## src/hdl/swcp_pkg.sv

```systemverilog
`default_nettype none

package swcp_pkg;

    localparam int COUNT_W   = 5;
    localparam int PEN_W     = 8;
    localparam int TAIL_W    = 12;
    localparam int TOTAL_W   = 24;
    localparam int CFG_W     = 32;
    localparam int CFG_IDX_W = 2;

    localparam logic [COUNT_W-1:0] COUNT_MAX = 5'd31;
    localparam logic [TOTAL_W-1:0] TOTAL_MAX = 24'hFFFFFF;

    localparam logic [CFG_IDX_W-1:0] REG_STATION_COUNT      = 2'd0;
    localparam logic [CFG_IDX_W-1:0] REG_STATION_CAPACITIES = 2'd1;
    localparam logic [CFG_IDX_W-1:0] REG_STATION_WINDOWS    = 2'd2;

    typedef struct packed {
        logic [7:0] needs_mask;
        logic       first_car;
        logic       last_car;
    } swcp_car_t;

    typedef struct packed {
        logic [7:0]  position_penalty;
        logic [9:0]  tail_penalty;
        logic [23:0] running_total;
        logic        sequence_done;
    } swcp_result_t;

    typedef struct packed {
        logic [COUNT_W-1:0] count;
        logic               dec;
        logic               inc;
        logic [3:0]         cap;
    } swcp_op_t;

    typedef struct packed {
        logic [COUNT_W-1:0] count_new;
        logic [COUNT_W-1:0] excess;
    } swcp_res_t;

    typedef enum logic [2:0] {
        ST_IDLE,
        ST_UPDATE,
        ST_TAIL_LOAD,
        ST_TAIL_WALK,
        ST_FINISH
    } swcp_state_t;

endpackage

`default_nettype wire

```

## src/hdl/sliding_window_capacity_penalty.sv

```systemverilog
`default_nettype none
// Flow: an accepted word steps through every station in turn in the shared count unit,
// then a finish step loads the result register. A last car adds a tail walk over the
// active stations, through each station's window, before the finish step.
// The input stalls until the result is loaded, which a held result word delays.
// Reset: asynchronous, active low; clears history, counts, total and loads register
// defaults.

module sliding_window_capacity_penalty
    import swcp_pkg::*;
#(
    parameter int STATIONS   = 8,
    parameter int MAX_WINDOW = 16
)
(
    input  wire                  clk,
    input  wire                  rst_n,
    input  wire                  car_valid,
    output logic                 car_stall,
    input  wire swcp_car_t       car,
    output logic                 result_valid,
    input  wire                  result_stall,
    output swcp_result_t         result,
    input  wire                  cfg_write,
    input  wire [CFG_IDX_W-1:0]  cfg_index,
    input  wire [CFG_W-1:0]      cfg_data
);

    localparam int S_CNT_W = $clog2(STATIONS + 1);
    localparam int SIDX_W  = (STATIONS > 1) ? $clog2(STATIONS) : 1;
    localparam int HIST_W  = $clog2(MAX_WINDOW);

    swcp_state_t state_reg, state_next;

    logic [3:0]       station_count_reg;
    logic [CFG_W-1:0] caps_reg;
    logic [CFG_W-1:0] windows_reg;

    logic [7:0]         hist_reg [MAX_WINDOW];
    logic [COUNT_W-1:0] count_reg [STATIONS];
    logic [TOTAL_W-1:0] total_reg, total_next;

    logic [7:0]         mask_reg;
    logic               last_reg;
    logic [S_CNT_W-1:0] s_reg, s_next;
    logic [HIST_W-1:0]  j_reg, j_next;
    logic [COUNT_W-1:0] k_reg, k_next;
    logic [PEN_W-1:0]   pen_reg, pen_next;
    logic [TAIL_W-1:0]  tail_reg, tail_next;

    logic               result_valid_reg, result_valid_next;
    swcp_result_t       result_reg;

    logic [SIDX_W-1:0]  s_idx;
    logic [3:0]         win_nib;
    logic [HIST_W-1:0]  win_m1;
    logic [3:0]         cap_s;
    logic [HIST_W-1:0]  hist_addr;
    logic [7:0]         hist_rd;
    logic               s_last;
    logic               s_active;
    logic               tail_done;
    logic               accept;
    logic               load_result;
    logic               use_tail_op;
    logic [TOTAL_W:0]   total_sum;
    swcp_op_t           op;
    swcp_res_t          res;

    assign s_idx    = s_reg[SIDX_W-1:0];
    assign win_nib  = windows_reg[{s_idx, 2'b00} +: 4];
    assign cap_s    = caps_reg[{s_idx, 2'b00} +: 4];
    assign win_m1   = (int'(win_nib) > MAX_WINDOW - 1) ? HIST_W'(MAX_WINDOW - 1)
                                                       : HIST_W'(win_nib);
    assign s_last   = (s_reg == S_CNT_W'(STATIONS - 1));
    assign s_active = ({1'b0, s_reg} < (S_CNT_W+1)'(station_count_reg));
    assign tail_done = (s_reg == S_CNT_W'(STATIONS)) || !s_active;
    assign hist_addr = use_tail_op ? j_reg : win_m1;
    assign hist_rd   = hist_reg[hist_addr];

    always_comb
    begin
        op.count = use_tail_op ? k_reg : count_reg[s_idx];
        op.dec   = hist_rd[s_idx];
        op.inc   = use_tail_op ? 1'b0 : mask_reg[s_idx];
        op.cap   = cap_s;
    end

    swcp_unit u_unit
    (
        .op  (op),
        .res (res)
    );

    always_comb
    begin
        state_next = state_reg;
        case (state_reg)
            ST_IDLE:
            begin
                if (car_valid)
                begin
                    state_next = ST_UPDATE;
                end
            end
            ST_UPDATE:
            begin
                if (s_last)
                begin
                    state_next = last_reg ? ST_TAIL_LOAD : ST_FINISH;
                end
            end
            ST_TAIL_LOAD:
            begin
                if (tail_done)
                begin
                    state_next = ST_FINISH;
                end
                else if (win_m1 != '0)
                begin
                    state_next = ST_TAIL_WALK;
                end
            end
            ST_TAIL_WALK:
            begin
                if (j_reg == HIST_W'(1))
                begin
                    state_next = ST_TAIL_LOAD;
                end
            end
            ST_FINISH:
            begin
                if (load_result)
                begin
                    state_next = ST_IDLE;
                end
            end
            default:
            begin
                state_next = ST_IDLE;
            end
        endcase
    end

    always_comb
    begin
        car_stall   = 1'b1;
        use_tail_op = 1'b0;
        load_result = 1'b0;
        case (state_reg)
            ST_IDLE:      car_stall   = 1'b0;
            ST_TAIL_WALK: use_tail_op = 1'b1;
            ST_FINISH:    load_result = !result_valid_reg || !result_stall;
            default:      car_stall   = 1'b1;
        endcase
    end

    assign accept = car_valid && !car_stall;

    always_comb
    begin
        s_next    = s_reg;
        j_next    = j_reg;
        k_next    = k_reg;
        pen_next  = pen_reg;
        tail_next = tail_reg;
        total_sum = {1'b0, total_reg} + (TOTAL_W+1)'(pen_reg) + (TOTAL_W+1)'(tail_reg);
        total_next = total_reg;
        result_valid_next = result_valid_reg && result_stall;
        case (state_reg)
            ST_IDLE:
            begin
                s_next    = '0;
                pen_next  = '0;
                tail_next = '0;
                if (accept && car.first_car)
                begin
                    total_next = '0;
                end
            end
            ST_UPDATE:
            begin
                if (s_active)
                begin
                    pen_next = pen_reg + PEN_W'(res.excess);
                end
                s_next = s_last ? '0 : s_reg + S_CNT_W'(1);
            end
            ST_TAIL_LOAD:
            begin
                if (!tail_done)
                begin
                    k_next = count_reg[s_idx];
                    j_next = win_m1;
                    if (win_m1 == '0)
                    begin
                        s_next = s_reg + S_CNT_W'(1);
                    end
                end
            end
            ST_TAIL_WALK:
            begin
                k_next    = res.count_new;
                tail_next = tail_reg + TAIL_W'(res.excess);
                j_next    = j_reg - HIST_W'(1);
                if (j_reg == HIST_W'(1))
                begin
                    s_next = s_reg + S_CNT_W'(1);
                end
            end
            ST_FINISH:
            begin
                if (load_result)
                begin
                    total_next = (total_sum > {1'b0, TOTAL_MAX}) ? TOTAL_MAX
                                                               : total_sum[TOTAL_W-1:0];
                    result_valid_next = 1'b1;
                end
            end
            default:
            begin
                s_next = '0;
            end
        endcase
    end

    always_ff @(posedge clk or negedge rst_n)
    begin
        if (!rst_n)
        begin
            state_reg         <= ST_IDLE;
            station_count_reg <= 4'd1;
            caps_reg          <= '1;
            windows_reg       <= '0;
            total_reg         <= '0;
            result_valid_reg  <= 1'b0;
            s_reg             <= '0;
            for (int i = 0; i < MAX_WINDOW; i++)
            begin
                hist_reg[i] <= '0;
            end
            for (int i = 0; i < STATIONS; i++)
            begin
                count_reg[i] <= '0;
            end
        end
        else
        begin
            state_reg        <= state_next;
            total_reg        <= total_next;
            result_valid_reg <= result_valid_next;
            s_reg            <= s_next;
            if (cfg_write)
            begin
                case (cfg_index)
                    REG_STATION_COUNT:      station_count_reg <= cfg_data[3:0];
                    REG_STATION_CAPACITIES: caps_reg          <= cfg_data;
                    REG_STATION_WINDOWS:    windows_reg       <= cfg_data;
                    default:                caps_reg          <= caps_reg;
                endcase
            end
            if (accept && car.first_car)
            begin
                for (int i = 0; i < MAX_WINDOW; i++)
                begin
                    hist_reg[i] <= '0;
                end
                for (int i = 0; i < STATIONS; i++)
                begin
                    count_reg[i] <= '0;
                end
            end
            else if (state_reg == ST_UPDATE)
            begin
                count_reg[s_idx] <= res.count_new;
                if (s_last)
                begin
                    for (int i = MAX_WINDOW - 1; i > 0; i--)
                    begin
                        hist_reg[i] <= hist_reg[i-1];
                    end
                    hist_reg[0] <= mask_reg;
                end
            end
        end
    end

    always_ff @(posedge clk)
    begin
        if (accept)
        begin
            mask_reg <= car.needs_mask;
            last_reg <= car.last_car;
        end
        j_reg    <= j_next;
        k_reg    <= k_next;
        pen_reg  <= pen_next;
        tail_reg <= tail_next;
        if (load_result)
        begin
            result_reg.position_penalty <= pen_reg;
            result_reg.tail_penalty     <= tail_reg[9:0];
            result_reg.running_total    <= total_next;
            result_reg.sequence_done    <= last_reg;
        end
    end

    assign result_valid = result_valid_reg;
    assign result       = result_reg;

    a_rise_from_finish: assert property (@(posedge clk) disable iff (!rst_n)
        $rose(result_valid_reg) |-> $past(state_reg == ST_FINISH))
        else $error("Result word appeared outside the finish step.");

    a_accept_starts_update: assert property (@(posedge clk) disable iff (!rst_n)
        accept |=> (state_reg == ST_UPDATE) && (s_reg == '0))
        else $error("Accepted word did not start the station pass at station zero.");

    a_tail_only_on_last: assert property (@(posedge clk) disable iff (!rst_n)
        result_valid_reg |-> (result_reg.sequence_done || (result_reg.tail_penalty == '0)))
        else $error("Tail penalty reported on a word that does not close the sequence.");

endmodule

`default_nettype wire

```

## src/hdl/swcp_unit.sv

```systemverilog
`default_nettype none

module swcp_unit
    import swcp_pkg::*;
(
    input  wire swcp_op_t  op,
    output swcp_res_t      res
);

    logic [COUNT_W-1:0] dec_count;
    logic [COUNT_W:0]   inc_count;
    logic [COUNT_W-1:0] sat_count;

    always_comb
    begin
        if (op.dec && (op.count != '0))
        begin
            dec_count = op.count - COUNT_W'(1);
        end
        else
        begin
            dec_count = op.count;
        end
        inc_count = {1'b0, dec_count} + (COUNT_W+1)'(op.inc);
        if (inc_count > {1'b0, COUNT_MAX})
        begin
            sat_count = COUNT_MAX;
        end
        else
        begin
            sat_count = inc_count[COUNT_W-1:0];
        end
        res.count_new = sat_count;
        if (sat_count > COUNT_W'(op.cap))
        begin
            res.excess = sat_count - COUNT_W'(op.cap);
        end
        else
        begin
            res.excess = '0;
        end
    end

endmodule

`default_nettype wire

```

## config.mk

```make
export PLATFORM = sky130hd
export DESIGN_NAME = sliding_window_capacity_penalty
export DESIGN_NICKNAME = d
export VERILOG_FILES = /design/src/hdl/swcp_pkg.sv /design/src/hdl/sliding_window_capacity_penalty.sv /design/src/hdl/swcp_unit.sv
export SDC_FILE = /design/constraint.sdc
export NUM_CORES = 1
export LEC_CHECK = 0
export ABC_AREA = 1
export BUFFER_PORTS_ARGS = -buffer_cell sky130_fd_sc_hd__buf_2
export CAP_MARGIN = 10
export CORE_AREA = 2 2 244 246
export DETAILED_ROUTE_END_ITERATION = 10
export DIE_AREA = 0 0 246 248
export GPL_ROUTABILITY_DRIVEN = 0
export PLACE_DENSITY = 0.45
export SLEW_MARGIN = 40
export SYNTH_ARGS = -nofsm -noshare
export SYNTH_HDL_FRONTEND = slang
export SYNTH_HIERARCHICAL = 1
export SYNTH_SLANG_ARGS = --single-unit
```

## constraint.sdc

```tcl
create_clock -name clk -period 7.4 [get_ports clk]
set_clock_uncertainty 0.1 [all_clocks]
set_input_delay 1.48 -clock clk [delete_from_list [all_inputs] [get_ports clk]]
set_output_delay 1.48 -clock clk [all_outputs]
set_load 0.05 [all_outputs]
```

==> results.ini <==
[setup_path]
crit_slowest_cell=dfrtp_1
arrival_ns=6.92
end_kind=flip-flop
crit_path_max_incr_delay_ns=0.43
worstSetupStartpointType=flip-flop
cp.required_ns=7.62
critical_path_class=flip-flop to flip-flop
r2r_slack_ns=0.70
ff2ff_path_depth=46
crit_fanout=32
path_common_cell=nand2_1

[grt]
grt_pass1_wl_mm=79.1
met2_usage=0.263
grt_use_total=0.165
grt_max_degree=148
use_met1=0.228
top_usage_layer=met2
antenna_found_initial=0
grt_pass1_vias=13700
gr-usage-met3=0.0279
grt-ovfl-total=0

[clock_network]
cts_setup_buffers=0
holdBufCountCts=0
clk_latency_ns=0.58
clockBufferDepth=3
clock-sinks=349
cts_max_level=2
cts_resized=0
clk_pin_slew_ns=0.06
cts_made_buffers=43
cts_tree=built
cts_root_buf=clkbuf_16

[synthesis]
syn_area_per_cell_um2=8.96
syn_inst=1931
ys_warn_count=6
synthMuxAreaShare=0
synth-edff-count=81
synth.net_count=2032
syn_area_um2=17300
async_reset_ff_frac=0.768
yosys.area_share.xor_xnor=0.0132
yosys.area_share.simple=0.172
synth_compound_area_frac=0.149
ys.flop_type=dfrtp_1
ys_seq_area_frac=0.531
synth_top_family_by_area=simple AND/OR/NAND/NOR gates
yosysUniqueCellTypes=54
synth-seq-cells=349
synthAdderAreaFrac=0.0428

[sta]
setup_viol=0
setup_tns_ns=0
worst_slack_ns=0.704
tightest_slew_ns=0.759
max_freq_mhz=149
final_max_slew_viol_count=0
slew_headroom=0.492
layout_min_cycle_time_ns=6.70
hold_viol_final=0
worst_hold_slack_ns=0.388
rsz0062_at_grt=no
post-route-period-util=0.905

[detailed_routing]
drc=0
dr.pass1.iters=5
detail_route.wl_per_cell_um=17.5
wl_mm=49.6
routed_via_density=4.88
drt_iter0_markers=923
dr_total_vias=13800
ant_nets=0

[layout]
nets=2125
diodes=0
drive_above_1_share=0.144
nFillCells=6075
largest_reg_flops=128
synthToLayoutAreaGrowth_pct=16.4

[floorplan]
fp.coreArea_um2=58500
dieArea_um2=61000
row_count=89
start_util=0.296
die_w_um=246
ioPinCount=94
die_h_um=248

[hold_path]
min_path_cells=2
hold_class=flip-flop to flip-flop

[outcome]
status=finished clean

[place]
port_buffers=93
hpwlAfterDp_mm=33.8
place_ws_ns=0.531

[power]
ir_drop_mv=0.296
p_leak_nw=9.17
powerDensity_nw_per_um2=504
power_w=0.0101

[flow_run]
drv_cap=0

-- synthesized netlist by cell type, types with 3 or more instances --
cell type | n | area share
a21oi_1 | 46 | 0.013
a221oi_1 | 6 | 0.0030
a22o_1 | 5 | 0.0025
a22oi_1 | 7 | 0.0030
buf_2 | 26 | 0.0075
buf_4 | 12 | 0.0052
buf_6 | 6 | 0.0039
clkbuf_1 | 35 | 0.0076
clkinv_1 | 7 | 0.0015
dfrtp_1 | 235 | 0.34
dfstp_2 | 33 | 0.050
edfxtp_1 | 81 | 0.14
fa_1 | 12 | 0.014
ha_1 | 40 | 0.029
inv_1 | 288 | 0.062
inv_2 | 12 | 0.0026
inv_4 | 3 | 0.0011
nand2_1 | 398 | 0.086
nand2_2 | 19 | 0.0069
nand3_1 | 169 | 0.049
nand3_2 | 9 | 0.0052
nand4_1 | 6 | 0.0022
nor2_1 | 46 | 0.010
nor2_2 | 5 | 0.0018
nor3_1 | 11 | 0.0032
o211ai_1 | 3 | 0.0013
o21a_1 | 3 | 0.0013
o21ai_0 | 139 | 0.040
o21ai_1 | 22 | 0.0064
o22ai_1 | 190 | 0.069
o41ai_1 | 4 | 0.0020
xnor2_1 | 11 | 0.0056
xor2_1 | 15 | 0.0076
-- power by group --
group | switching, W | internal (W)
combinational | 0.00364 | 0.00169
sequential | 0.000264 | 0.00246
clock | 0.000860 | 0.00124
total | 0.00476 | 0.00539
-- through the flow --
step / std cells / cell area, µm² / util
after floorplan: 1931 / 17300 / -
after global routing: 2830 / 20100 / 0.344
after global placement: 2749 / 18600 / 0.319
final: 2830 / 20100 / 0.344
after detailed placement: 2751 / 18700 / 0.319
after CTS: 2829 / 20100 / 0.343
-- layout by cell type (no fill, tap or decap), types with 46 or more instances in the layout --
cell type	Yosys	final
a21oi_1	46	46
buf_2	26	92
dfrtp_1	235	235
edfxtp_1	81	81
inv_1	288	288
nand2_1	398	397
nand3_1	169	167
o21ai_0	139	138
o22ai_1	190	190
-- worst paths after layout --
kind	start	to
worst min-delay path	caps_reg[18]	caps_reg[18]
worst min register to register	caps_reg[18]	caps_reg[18]
min in group asynchronous	rst_n	windows_reg[25]
worst max register to register	s_reg[0]	tail_reg[11]
worst max-delay path	s_reg[0]	tail_reg[11]
max in group asynchronous	rst_n	count_reg[4]
-- cell families after synthesis --
logic type | after synthesis
xor gates and xnor gates | 26
adders and majority gates | 52
and+or+nand+nor | 675
AOI/OAI and AO/OA | 438
buffers and inverters | 391
DFF | 349
-- final cells by class --
type	instances	area, µm²	share of cell area
clock buffers	63	1280	0.0638
flip-flops and latches	349	9180	0.456
clock inverters	15	126	0.00628
multi-input cells	1191	6580	0.327
well taps	773	967	0.0480
inverters	310	1170	0.0583
repair buffers	129	825	0.0410
-- routing by layer --
layer  up-vias  wire (µm)
li1       6692          -
met1      6703      23400
met2       331      22500
met3        81       2320
met4         0       1440
met5         -          0
-- worst max-delay path, delay by kind of cell, from the launching register on --
family | cells | cell delay [ns]
buffers and inverters | 5 | 0.78
AND/OR/NAND/NOR | 29 | 2.63
flip-flops | 1 | 0.43
adder cells (fa/ha/maj) | 4 | 1.12
XOR/XNOR | 2 | 0.28
AO/OA/AOI/OAI | 6 | 1.09
Power figures use the tool's default switching activity.
